## src/hw/rtl/assert_macros.svh

```systemverilog
// Assertion helpers for the RTL modules; mbd_seq includes them.
// Each macro expects signals named clock and reset in the enclosing scope.
`ifndef ASSERT_MACROS_SVH
`define ASSERT_MACROS_SVH

// Check a property on every clock edge outside reset.
`define MBD_ASSERT(lbl, prop, msg) \
   lbl: assert property (@(posedge clock) disable iff (reset) prop) else $error(msg);

// Check a property on every clock edge, reset included.
`define MBD_ASSERT_ALWAYS(lbl, prop, msg) \
   lbl: assert property (@(posedge clock) prop) else $error(msg);

`endif

```

## src/hw/rtl/mbd_pkg.sv

```systemverilog
package mbd_pkg;

   // Number of buttons sampled in one transaction
   localparam int BUTTON_COUNT = 4;
   localparam int IDX_W        = (BUTTON_COUNT > 1) ? $clog2(BUTTON_COUNT) : 1;
   localparam int ID_W         = 3;
   localparam int TIME_W       = 32;
   localparam int POLL_W       = 16;
   localparam int THR_W        = 8;
   localparam int LONG_W       = 16;
   localparam int CSR_IDX_W    = 2;
   localparam int CSR_DATA_W   = 16;

   // Register indexes of the configuration port
   localparam logic [CSR_IDX_W-1:0] CSR_POLL_INTERVAL    = 2'd0;
   localparam logic [CSR_IDX_W-1:0] CSR_STABLE_THRESHOLD = 2'd1;
   localparam logic [CSR_IDX_W-1:0] CSR_LONG_PRESS       = 2'd2;

   // Register reset values
   localparam logic [POLL_W-1:0] POLL_INTERVAL_RESET    = 16'd10;
   localparam logic [THR_W-1:0]  STABLE_THRESHOLD_RESET = 8'd3;
   localparam logic [LONG_W-1:0] LONG_PRESS_RESET       = 16'd1000;

   typedef enum logic [1:0] {
      KIND_PRESSED  = 2'd0,
      KIND_RELEASED = 2'd1,
      KIND_HELD     = 2'd2
   } event_kind_type;

   typedef enum logic [1:0] {
      PH_IDLE     = 2'd0,
      PH_PRESSED  = 2'd1,
      PH_HELD     = 2'd2,
      PH_RELEASED = 2'd3
   } phase_type;

   typedef enum logic [1:0] {
      SQ_IDLE  = 2'd0,
      SQ_CHECK = 2'd1,
      SQ_RUN   = 2'd2,
      SQ_FLUSH = 2'd3
   } seq_state_type;

   typedef struct packed {
      logic [BUTTON_COUNT-1:0] raw_levels;
      logic [TIME_W-1:0]       time_ms;
   } req_type;

   typedef struct packed {
      logic [ID_W-1:0]   button_id;
      logic [1:0]        event_kind;
      logic [TIME_W-1:0] duration_ms;
      logic              last_event;
   } rsp_type;

   // Sequencer control towards the button unit
   typedef struct packed {
      logic             step_en;
      logic             sel_poll;
      logic [IDX_W-1:0] idx;
   } unit_ctrl_type;

   // Event produced by one button step
   typedef struct packed {
      logic              valid;
      event_kind_type    kind;
      logic [TIME_W-1:0] dur;
      logic [ID_W-1:0]   id;
   } btn_event_type;

endpackage

```

## src/hw/rtl/mbd_btn_unit.sv

```systemverilog
module mbd_btn_unit (
   input  logic                             clock,
   input  logic                             reset,
   input  mbd_pkg::unit_ctrl_type           ctrl,
   input  logic [mbd_pkg::BUTTON_COUNT-1:0] levels,
   input  logic [mbd_pkg::TIME_W-1:0]       now,
   input  logic [mbd_pkg::TIME_W-1:0]       last_poll,
   input  logic [mbd_pkg::THR_W-1:0]        stable_threshold,
   input  logic [mbd_pkg::LONG_W-1:0]       long_press_ms,
   output logic [mbd_pkg::TIME_W-1:0]       diff,
   output mbd_pkg::btn_event_type           evt
);
   import mbd_pkg::*;

   logic              prev_level_ff  [BUTTON_COUNT];
   logic [THR_W-1:0]  stable_count_ff[BUTTON_COUNT];
   phase_type         phase_ff       [BUTTON_COUNT];
   logic [TIME_W-1:0] press_start_ff [BUTTON_COUNT];

   logic              lvl;
   logic              pressed;
   logic              stable;
   logic              prev_level_in;
   logic [THR_W-1:0]  stable_count_in;
   phase_type         phase_in;
   logic              start_upd;

   // Shared subtractor: poll age in the check step, press age per button
   always_comb begin
      diff = now - (ctrl.sel_poll ? last_poll : press_start_ff[ctrl.idx]);
   end

   // Debounce counter and phase machine of the selected button
   always_comb begin
      lvl             = levels[ctrl.idx];
      pressed         = !lvl;
      prev_level_in   = prev_level_ff[ctrl.idx];
      stable_count_in = stable_count_ff[ctrl.idx];
      if (lvl == prev_level_ff[ctrl.idx]) begin
         if (stable_count_ff[ctrl.idx] < stable_threshold) begin
            stable_count_in = stable_count_ff[ctrl.idx] + THR_W'(1);
         end
      end else begin
         stable_count_in = '0;
         prev_level_in   = lvl;
      end
      stable = (stable_count_in >= stable_threshold);

      phase_in  = phase_ff[ctrl.idx];
      start_upd = 1'b0;
      evt.valid = 1'b0;
      evt.kind  = KIND_PRESSED;
      evt.dur   = diff;
      evt.id    = ID_W'(ctrl.idx) + ID_W'(1);
      unique case (phase_ff[ctrl.idx])
         PH_IDLE: begin
            if (stable && pressed) begin
               phase_in  = PH_PRESSED;
               start_upd = 1'b1;
               evt.valid = 1'b1;
               evt.kind  = KIND_PRESSED;
               evt.dur   = '0;
            end
         end
         PH_PRESSED: begin
            if (!pressed) begin
               phase_in  = PH_RELEASED;
               evt.valid = 1'b1;
               evt.kind  = KIND_RELEASED;
            end else if (diff > TIME_W'(long_press_ms)) begin
               phase_in  = PH_HELD;
               evt.valid = 1'b1;
               evt.kind  = KIND_HELD;
            end
         end
         PH_HELD: begin
            if (!pressed) begin
               phase_in = PH_IDLE;
            end
         end
         PH_RELEASED: begin
            phase_in = PH_IDLE;
         end
         default: begin
            phase_in = PH_IDLE;
         end
      endcase
   end

   // Commit the button state when the sequencer advances
   always_ff @(posedge clock) begin
      if (reset) begin
         for (int i = 0; i < BUTTON_COUNT; i++) begin
            prev_level_ff[i]   <= 1'b1;
            stable_count_ff[i] <= '0;
            phase_ff[i]        <= PH_IDLE;
            press_start_ff[i]  <= '0;
         end
      end else if (ctrl.step_en) begin
         prev_level_ff[ctrl.idx]   <= prev_level_in;
         stable_count_ff[ctrl.idx] <= stable_count_in;
         phase_ff[ctrl.idx]        <= phase_in;
         if (start_upd) begin
            press_start_ff[ctrl.idx] <= now;
         end
      end
   end

endmodule

```

## src/hw/rtl/mbd_seq.sv

```systemverilog
`include "assert_macros.svh"

module mbd_seq (
   input  logic                             clock,
   input  logic                             reset,
   input  logic                             req_valid,
   output logic                             req_ready,
   input  mbd_pkg::req_type                 req_payload,
   output logic                             rsp_valid,
   input  logic                             rsp_ready,
   output mbd_pkg::rsp_type                 rsp_payload,
   input  logic [mbd_pkg::POLL_W-1:0]       poll_interval_ms,
   output mbd_pkg::unit_ctrl_type           ctrl,
   output logic [mbd_pkg::BUTTON_COUNT-1:0] levels,
   output logic [mbd_pkg::TIME_W-1:0]       now,
   output logic [mbd_pkg::TIME_W-1:0]       last_poll,
   input  logic [mbd_pkg::TIME_W-1:0]       diff,
   input  mbd_pkg::btn_event_type           evt
);
   import mbd_pkg::*;

   localparam logic [IDX_W-1:0] LAST_IDX = IDX_W'(BUTTON_COUNT - 1);

   seq_state_type           state_ff, state_in;
   logic [IDX_W-1:0]        idx_ff, idx_in;
   logic [BUTTON_COUNT-1:0] levels_ff, levels_in;
   logic [TIME_W-1:0]       now_ff, now_in;
   logic [TIME_W-1:0]       last_poll_ff, last_poll_in;
   logic                    pend_valid_ff, pend_valid_in;
   btn_event_type           pend_ff, pend_in;
   logic                    out_valid_ff, out_valid_in;
   rsp_type                 out_ff, out_in;
   logic                    out_free;
   logic                    stall;
   logic                    push;

   assign out_free = !out_valid_ff || rsp_ready;
   assign stall    = (state_ff == SQ_RUN) && evt.valid && pend_valid_ff && !out_free;

   assign req_ready   = (state_ff == SQ_IDLE);
   assign rsp_valid   = out_valid_ff;
   assign rsp_payload = out_ff;
   assign levels      = levels_ff;
   assign now         = now_ff;
   assign last_poll   = last_poll_ff;

   always_ff @(posedge clock) begin
      if (reset) begin
         state_ff      <= SQ_IDLE;
         idx_ff        <= '0;
         last_poll_ff  <= '0;
         pend_valid_ff <= 1'b0;
         out_valid_ff  <= 1'b0;
      end else begin
         state_ff      <= state_in;
         idx_ff        <= idx_in;
         last_poll_ff  <= last_poll_in;
         pend_valid_ff <= pend_valid_in;
         out_valid_ff  <= out_valid_in;
      end
   end

   // Payload registers
   always_ff @(posedge clock) begin
      levels_ff <= levels_in;
      now_ff    <= now_in;
      pend_ff   <= pend_in;
      out_ff    <= out_in;
   end

   // Sequence: take sample, check poll age, step each button, flush last event
   always_comb begin
      state_in      = state_ff;
      idx_in        = idx_ff;
      levels_in     = levels_ff;
      now_in        = now_ff;
      last_poll_in  = last_poll_ff;
      pend_valid_in = pend_valid_ff;
      pend_in       = pend_ff;
      out_valid_in  = out_valid_ff && !rsp_ready;
      out_in        = out_ff;
      push          = 1'b0;
      ctrl.step_en  = 1'b0;
      ctrl.sel_poll = 1'b0;
      ctrl.idx      = idx_ff;

      unique case (state_ff)
         SQ_IDLE: begin
            if (req_valid) begin
               levels_in = req_payload.raw_levels;
               now_in    = req_payload.time_ms;
               state_in  = SQ_CHECK;
            end
         end
         SQ_CHECK: begin
            ctrl.sel_poll = 1'b1;
            if (diff < TIME_W'(poll_interval_ms)) begin
               state_in = SQ_IDLE;
            end else begin
               last_poll_in = now_ff;
               idx_in       = '0;
               state_in     = SQ_RUN;
            end
         end
         SQ_RUN: begin
            if (!stall) begin
               ctrl.step_en = 1'b1;
               if (evt.valid) begin
                  // Hand the held-back event on; this one may be the last
                  if (pend_valid_ff) begin
                     push = 1'b1;
                     out_in.last_event = 1'b0;
                  end
                  pend_in       = evt;
                  pend_valid_in = 1'b1;
               end
               if (idx_ff == LAST_IDX) begin
                  state_in = SQ_FLUSH;
               end else begin
                  idx_in = idx_ff + IDX_W'(1);
               end
            end
         end
         SQ_FLUSH: begin
            if (!pend_valid_ff) begin
               state_in = SQ_IDLE;
            end else if (out_free) begin
               push              = 1'b1;
               out_in.last_event = 1'b1;
               pend_valid_in     = 1'b0;
               state_in          = SQ_IDLE;
            end
         end
         default: begin
            state_in = SQ_IDLE;
         end
      endcase

      if (push) begin
         out_valid_in       = 1'b1;
         out_in.button_id   = pend_ff.id;
         out_in.event_kind  = pend_ff.kind;
         out_in.duration_ms = pend_ff.dur;
      end
   end

   `MBD_ASSERT(a_idle_no_pending, req_ready |-> !pend_valid_ff, "event pending while idle")
   `MBD_ASSERT(a_push_into_free, push |-> out_free, "result register overwritten")
   `MBD_ASSERT(a_stall_holds_idx, stall |=> ($stable(idx_ff) && state_ff == SQ_RUN), "stall lost position")
   `MBD_ASSERT_ALWAYS(a_reset_clears, reset |=> (req_ready && !rsp_valid), "reset left block busy")

endmodule

```

## src/hw/rtl/multi_button_debounce_press_hold.sv

```systemverilog
// Debounce and press/hold/release detection for a bank of buttons.
// Request channel (req_valid/req_ready/req_payload): one transaction carries
// the level of every button (low = pressed) and the current millisecond time.
// A sample arriving sooner than poll_interval_ms after the last taken sample
// is dropped and gives no result.
// Result channel (rsp_valid/rsp_ready/rsp_payload): zero to four events per
// sample, in button order, with last_event set on the final one.
// Configuration (csr_we/csr_index/csr_wdata): write poll interval, stable
// threshold and long-press time while the block is idle; writes take effect
// at once.
// Timing: one shared button unit steps one button per cycle unless the walk
// is stalled; a sample passes through taking it, the poll check, one step
// per button and the release of the last event. A dropped sample passes
// only the take and the poll check. req_ready is high only between samples.
// Each event is held back until a later event or the release step hands it on.
// Stall: one event waits in the result register and one more is held back;
// a further event stalls the button walk until rsp_ready frees a slot.
// Reset: all buttons return to idle and released, the counters and the last
// poll time clear, and the configuration registers take their reset values.
module multi_button_debounce_press_hold (
   input  logic                           clock,
   input  logic                           reset,
   input  logic                           req_valid,
   output logic                           req_ready,
   input  mbd_pkg::req_type               req_payload,
   output logic                           rsp_valid,
   input  logic                           rsp_ready,
   output mbd_pkg::rsp_type               rsp_payload,
   input  logic                           csr_we,
   input  logic [mbd_pkg::CSR_IDX_W-1:0]  csr_index,
   input  logic [mbd_pkg::CSR_DATA_W-1:0] csr_wdata
);
   import mbd_pkg::*;

   logic [POLL_W-1:0]       poll_interval_ff;
   logic [THR_W-1:0]        stable_threshold_ff;
   logic [LONG_W-1:0]       long_press_ff;
   unit_ctrl_type           ctrl;
   logic [BUTTON_COUNT-1:0] levels;
   logic [TIME_W-1:0]       now;
   logic [TIME_W-1:0]       last_poll;
   logic [TIME_W-1:0]       diff;
   btn_event_type           evt;

   // Configuration registers
   always_ff @(posedge clock) begin
      if (reset) begin
         poll_interval_ff    <= POLL_INTERVAL_RESET;
         stable_threshold_ff <= STABLE_THRESHOLD_RESET;
         long_press_ff       <= LONG_PRESS_RESET;
      end else if (csr_we) begin
         unique case (csr_index)
            CSR_POLL_INTERVAL:    poll_interval_ff    <= csr_wdata[POLL_W-1:0];
            CSR_STABLE_THRESHOLD: stable_threshold_ff <= csr_wdata[THR_W-1:0];
            CSR_LONG_PRESS:       long_press_ff       <= csr_wdata[LONG_W-1:0];
            default: begin
            end
         endcase
      end
   end

   mbd_seq u_seq (
      .clock            (clock),
      .reset            (reset),
      .req_valid        (req_valid),
      .req_ready        (req_ready),
      .req_payload      (req_payload),
      .rsp_valid        (rsp_valid),
      .rsp_ready        (rsp_ready),
      .rsp_payload      (rsp_payload),
      .poll_interval_ms (poll_interval_ff),
      .ctrl             (ctrl),
      .levels           (levels),
      .now              (now),
      .last_poll        (last_poll),
      .diff             (diff),
      .evt              (evt)
   );

   mbd_btn_unit u_btn_unit (
      .clock            (clock),
      .reset            (reset),
      .ctrl             (ctrl),
      .levels           (levels),
      .now              (now),
      .last_poll        (last_poll),
      .stable_threshold (stable_threshold_ff),
      .long_press_ms    (long_press_ff),
      .diff             (diff),
      .evt              (evt)
   );

endmodule
```

## config.mk

```make
export PLATFORM = sky130hd
export DESIGN_NAME = multi_button_debounce_press_hold
export DESIGN_NICKNAME = d
export VERILOG_FILES = /design/src/hw/rtl/mbd_pkg.sv /design/src/hw/rtl/mbd_btn_unit.sv /design/src/hw/rtl/mbd_seq.sv /design/src/hw/rtl/multi_button_debounce_press_hold.sv
export VERILOG_INCLUDE_DIRS = /design/src /design/src/hw/rtl
export SDC_FILE = /design/constraint.sdc
export NUM_CORES = 1
export LEC_CHECK = 0
export BUFFER_PORTS_ARGS = -buffer_cell sky130_fd_sc_hd__buf_4
export CELL_PAD_IN_SITES_DETAIL_PLACEMENT = 1
export CELL_PAD_IN_SITES_GLOBAL_PLACEMENT = 1
export CORE_UTILIZATION = 46
export CTS_CLUSTER_SIZE = 14
export DETAILED_ROUTE_END_ITERATION = 6
export PLACE_DENSITY_LB_ADDON = 0.1
export SYNTH_ARGS = -nofsm -noshare
export SYNTH_HDL_FRONTEND = slang
export SYNTH_SLANG_ARGS = --single-unit
```

## constraint.sdc

```tcl
create_clock -name clock -period 8.23 [get_ports clock]
set_input_delay 0 -clock clock [delete_from_list [all_inputs] [get_ports clock]]
set_output_delay 0 -clock clock [all_outputs]
set_load 0.05 [all_outputs]
```

==> results.md <==
* Status: finished clean
* CP endpoint kind: flop
* Worst-case reg-to-reg path depth at 22
* Total GRT Usage at 25.0%
* Switching Share at 28.2%
* Int Pwr at 3.35 mW
* Yosys top cell area share at 46.4%
* Share of cells above drive strength 1 at 14.7%
* Drt first pass iters at 5
* Global-route wire length before repair at 76.6 mm
* Most Frequent Cell on Critical Path: a21o_1
* Nets at 1778
* Area leader, netlist: edfxtp_1
* Postcts setup bufs at 0
* Initial antenna violation count at 0
* Clock latency on the worst-skew pair at 0.56 ns
* Mux cell area share after synthesis at 9.78%
* Simple-Gate Fraction of Synth Area at 15.2%
* Antenna Nets Post-Route at 0
* Finished Layout Cells at 2187
* LEAKAGE at 8.06 nW
* RSZ-0062 raised after global routing: false
* Tcrit/Tclk final at 88.1%
* Crit path to: u_btn_unit.stable_count_ff[0][3]
* 1st-iter DRT viols at 714
* Hold Crit Start: req_payload[22]
* Compound-cell area share of the yosys netlist at 9.62%
* Data arrival time of the critical path at 7.47 ns
* Full die area at 0.0402 mm^2
* H-tree Lvls at 2
* R2R Path End: u_btn_unit.stable_count_ff[0][3]
* Sequential fraction of the synthesis area at 55.6%
* Net Switching at 1.32 mW
* Reg-to-reg setup timing slack at 0.98 ns
* Max-slew violation count at 0
* Placer Congestion at 0.910
* Mapped Nets at 1635
* Max-cap violations at 0
* Cells after DPL at 2056
* GRT Residual Overflow at 0
* Vias in the first global route at 12868
* Placeable Area at 0.0387 mm^2
* Final Hold Fails at 0
* Crit path launch type: flop
* Synth unique cells at 76
* Max incr delay on CP at 0.86 ns
* Drt wl/cell at 22.6 um
* Post-synth EDFFs at 280
* Number of buffers created by CTS at 40
* Class of the worst hold path: input pin to flop
* Area Overhead vs Synth at 16.9%
* Commonest cells post-synth: 280 x edfxtp_1, 193 x and2_1, 103 x nor2_1, 96 x nand2_1, 83 x dfxtp_1
* Post-DP HPWL at 34.4 mm
* Worst-Margin Slew at 1.10 ns
* Syn Area/Cell at 12.1 um^2
* Post-synth ARST share at 0%
* Die W at 200 um
* Synth Cell Area at 0.0181 mm^2
* Largest net degree at the start of global routing at 47
* Largest family of logic cells by synthesized area: simple AND/OR/NAND/NOR gates
* Register clock-pin slew on the reported worst setup and hold paths at 0.06 ns
* Seq cells post-synth at 363
* Post-Synth XOR/XNOR Area at 1.26%
* Most common flop cell mapped by yosys: edfxtp_1
* Setup Viol. Count Final at 0
* Synth area leaders: edfxtp_1 46%, dfxtp_1 9.2%, and2_1 6.7%, ha_1 5.5%, mux4_2 5.3%
* Routed WL at 49.5 mm
* I/O Pins at 99
* Max Buffers Root-to-Sink at 3
* PortBufs at 98
* Power share of the clock group at 36.0%
* Via density at 5.71
* Layout Skew at 0.0170 ns
* Required @ worst endpoint at 8.45 ns
* Max transition margin at 25.0%
* Residual DRC at 0
* Post-CTS sizing at 0
* CTS tree: done
* Synth warnings at 0
* Max Freq at 138 MHz
* Slowest CP cell: a2111oi_0
* Setup TNS Final at 0 ns
* Count leader, synth: edfxtp_1
* CP Cell Sequence: mux4_2, ha_1, o21a_1, o21a_1, o21ai_1, a21oi_1, o41a_1, xor2_1, nor2_1, inv_1, ha_1, nand2b_1, a21o_1, a21o_1, a21o_1, a21o_1, a2111oi_0, or2_1, buf_4, a21oi_1, a2111oi_4, or2_1
* Adder-Cell Fraction of Synth Area at 5.57%
* Comb power frac at 18.7%
* Clock root buffer: clkbuf_16
* Minimum clock period at 7.25 ns
* # clock sinks at 363
* Die span in y at 200 um
* Seq pwr share at 45.3%
* P per Cell Area at 220 mW/mm^2
* Diodes inserted at 0
* Initial core utilization at 46.8%
* Cells after Synth at 1496
* WS Path Type: flop to flop
* Worst vdd ir at 163 uV
* Via count at 12486
* Row cnt at 72
* Critical Path Fanout Max at 25
## final cells by class
| type | instances | area, um^2 |
|---|---|---|
| sequential | 363 | 10100 |
| fill | 3944 | 17600 |
| multi-input combinational | 998 | 7550 |
| tap | 518 | 648 |
| inverter | 61 | 229 |
| timing repair buffer | 175 | 1460 |
| clock buffer | 53 | 1070 |
| clock inverter | 19 | 140 |
## worst min-delay path by stage
| stage | endpoint | slack, ns | cells past startpoint |
|---|---|---|---|
| 2_1_floorplan | u_seq.levels[0] | 0.1 | 0 |
| 3_3_place_gp | u_seq.now[27] | 0.18 | 1 |
| 3_5_place_dp | u_seq.now[20] | 0.18 | 1 |
| 4_1_cts | u_seq.now[20] | 0.12 | 2 |
| 5_1_grt | u_seq.now[6] | 0.15 | 2 |
| 6_report | u_seq.now[22] | 0.15 | 2 |
## layout by cell type, fill, tap and decap left out, types with 61 or more instances in the layout
master    instances
ha_1             79
nand2_1          96
mux2i_1          77
edfxtp_1        280
a21oi_1          82
inv_1            61
and2_1          192
buf_4           116
dfxtp_1          81
nor2_1          103
## metal layers
metal	vias up	GRT usage (%)	wire length (um)
li1	5788	-	-
met1	6361	36.3	24000
met2	279	39.8	22700
met3	58	3.15	1940
met4	0	6.19	865
met5	-	0	0
## registers in the layout, summed over array words and instances (netlist names), 16 cells and up, named ones only
name,flops
long_press_ff,16
poll_interval_ff,16
u_btn_unit.press_start_ff,128
u_btn_unit.stable_count_ff,32
u_seq.last_poll,32
u_seq.now,32
u_seq.pend_ff,37
u_seq.rsp_payload,38
## kinds of logic after synthesis
logic type	count (synthesis)
fa+ha+maj	80
xor+xnor	26
flops	363
buf+inv	135
mux	123
compound gates	253
simple gates	516
## timing repair
item,in CTS,in global routing
hold endpoints to repair,79,0
endpoints found under the setup margin,0,0
hold buffers,59,0
## per-stage QoR
step	power, mW	hold WS (ns)	setup WS, ns	area, um^2	util, %
after CTS	4.70	0.124	0.950	21200	54.7
after detailed placement	2.99	0.179	1.00	19400	50.0
final	4.67	0.155	0.981	21200	54.7
after floorplan	2.71	0.0989	0.0109	18100	-
after global routing	4.86	0.147	0.517	21200	54.7
after global placement	2.97	0.178	1.24	19400	50.0
## worst max-delay path, delay by kind of cell (launching register included)
family / cells / cell delay, ns
mux: 1 / 0.62
buf+inv: 2 / 0.35
flops: 1 / 0.59
compound gates: 12 / 3.47
fa+ha+maj: 2 / 0.56
simple gates: 4 / 1.10
xor+xnor: 1 / 0.20
## power by group through the flow
| stage | Combinational (mW) | Clock [mW] | Sequential, mW |
|---|---|---|---|
| 2_1_floorplan | 0.591 | 0 | 2.12 |
| 3_3_place_gp | 0.821 | 0 | 2.15 |
| 3_5_place_dp | 0.844 | 0 | 2.15 |
| 4_1_cts | 0.872 | 1.72 | 2.11 |
| 5_1_grt | 0.959 | 1.78 | 2.12 |
| 6_report | 0.874 | 1.68 | 2.11 |
Note: power is estimated with default switching activity, not from simulation.
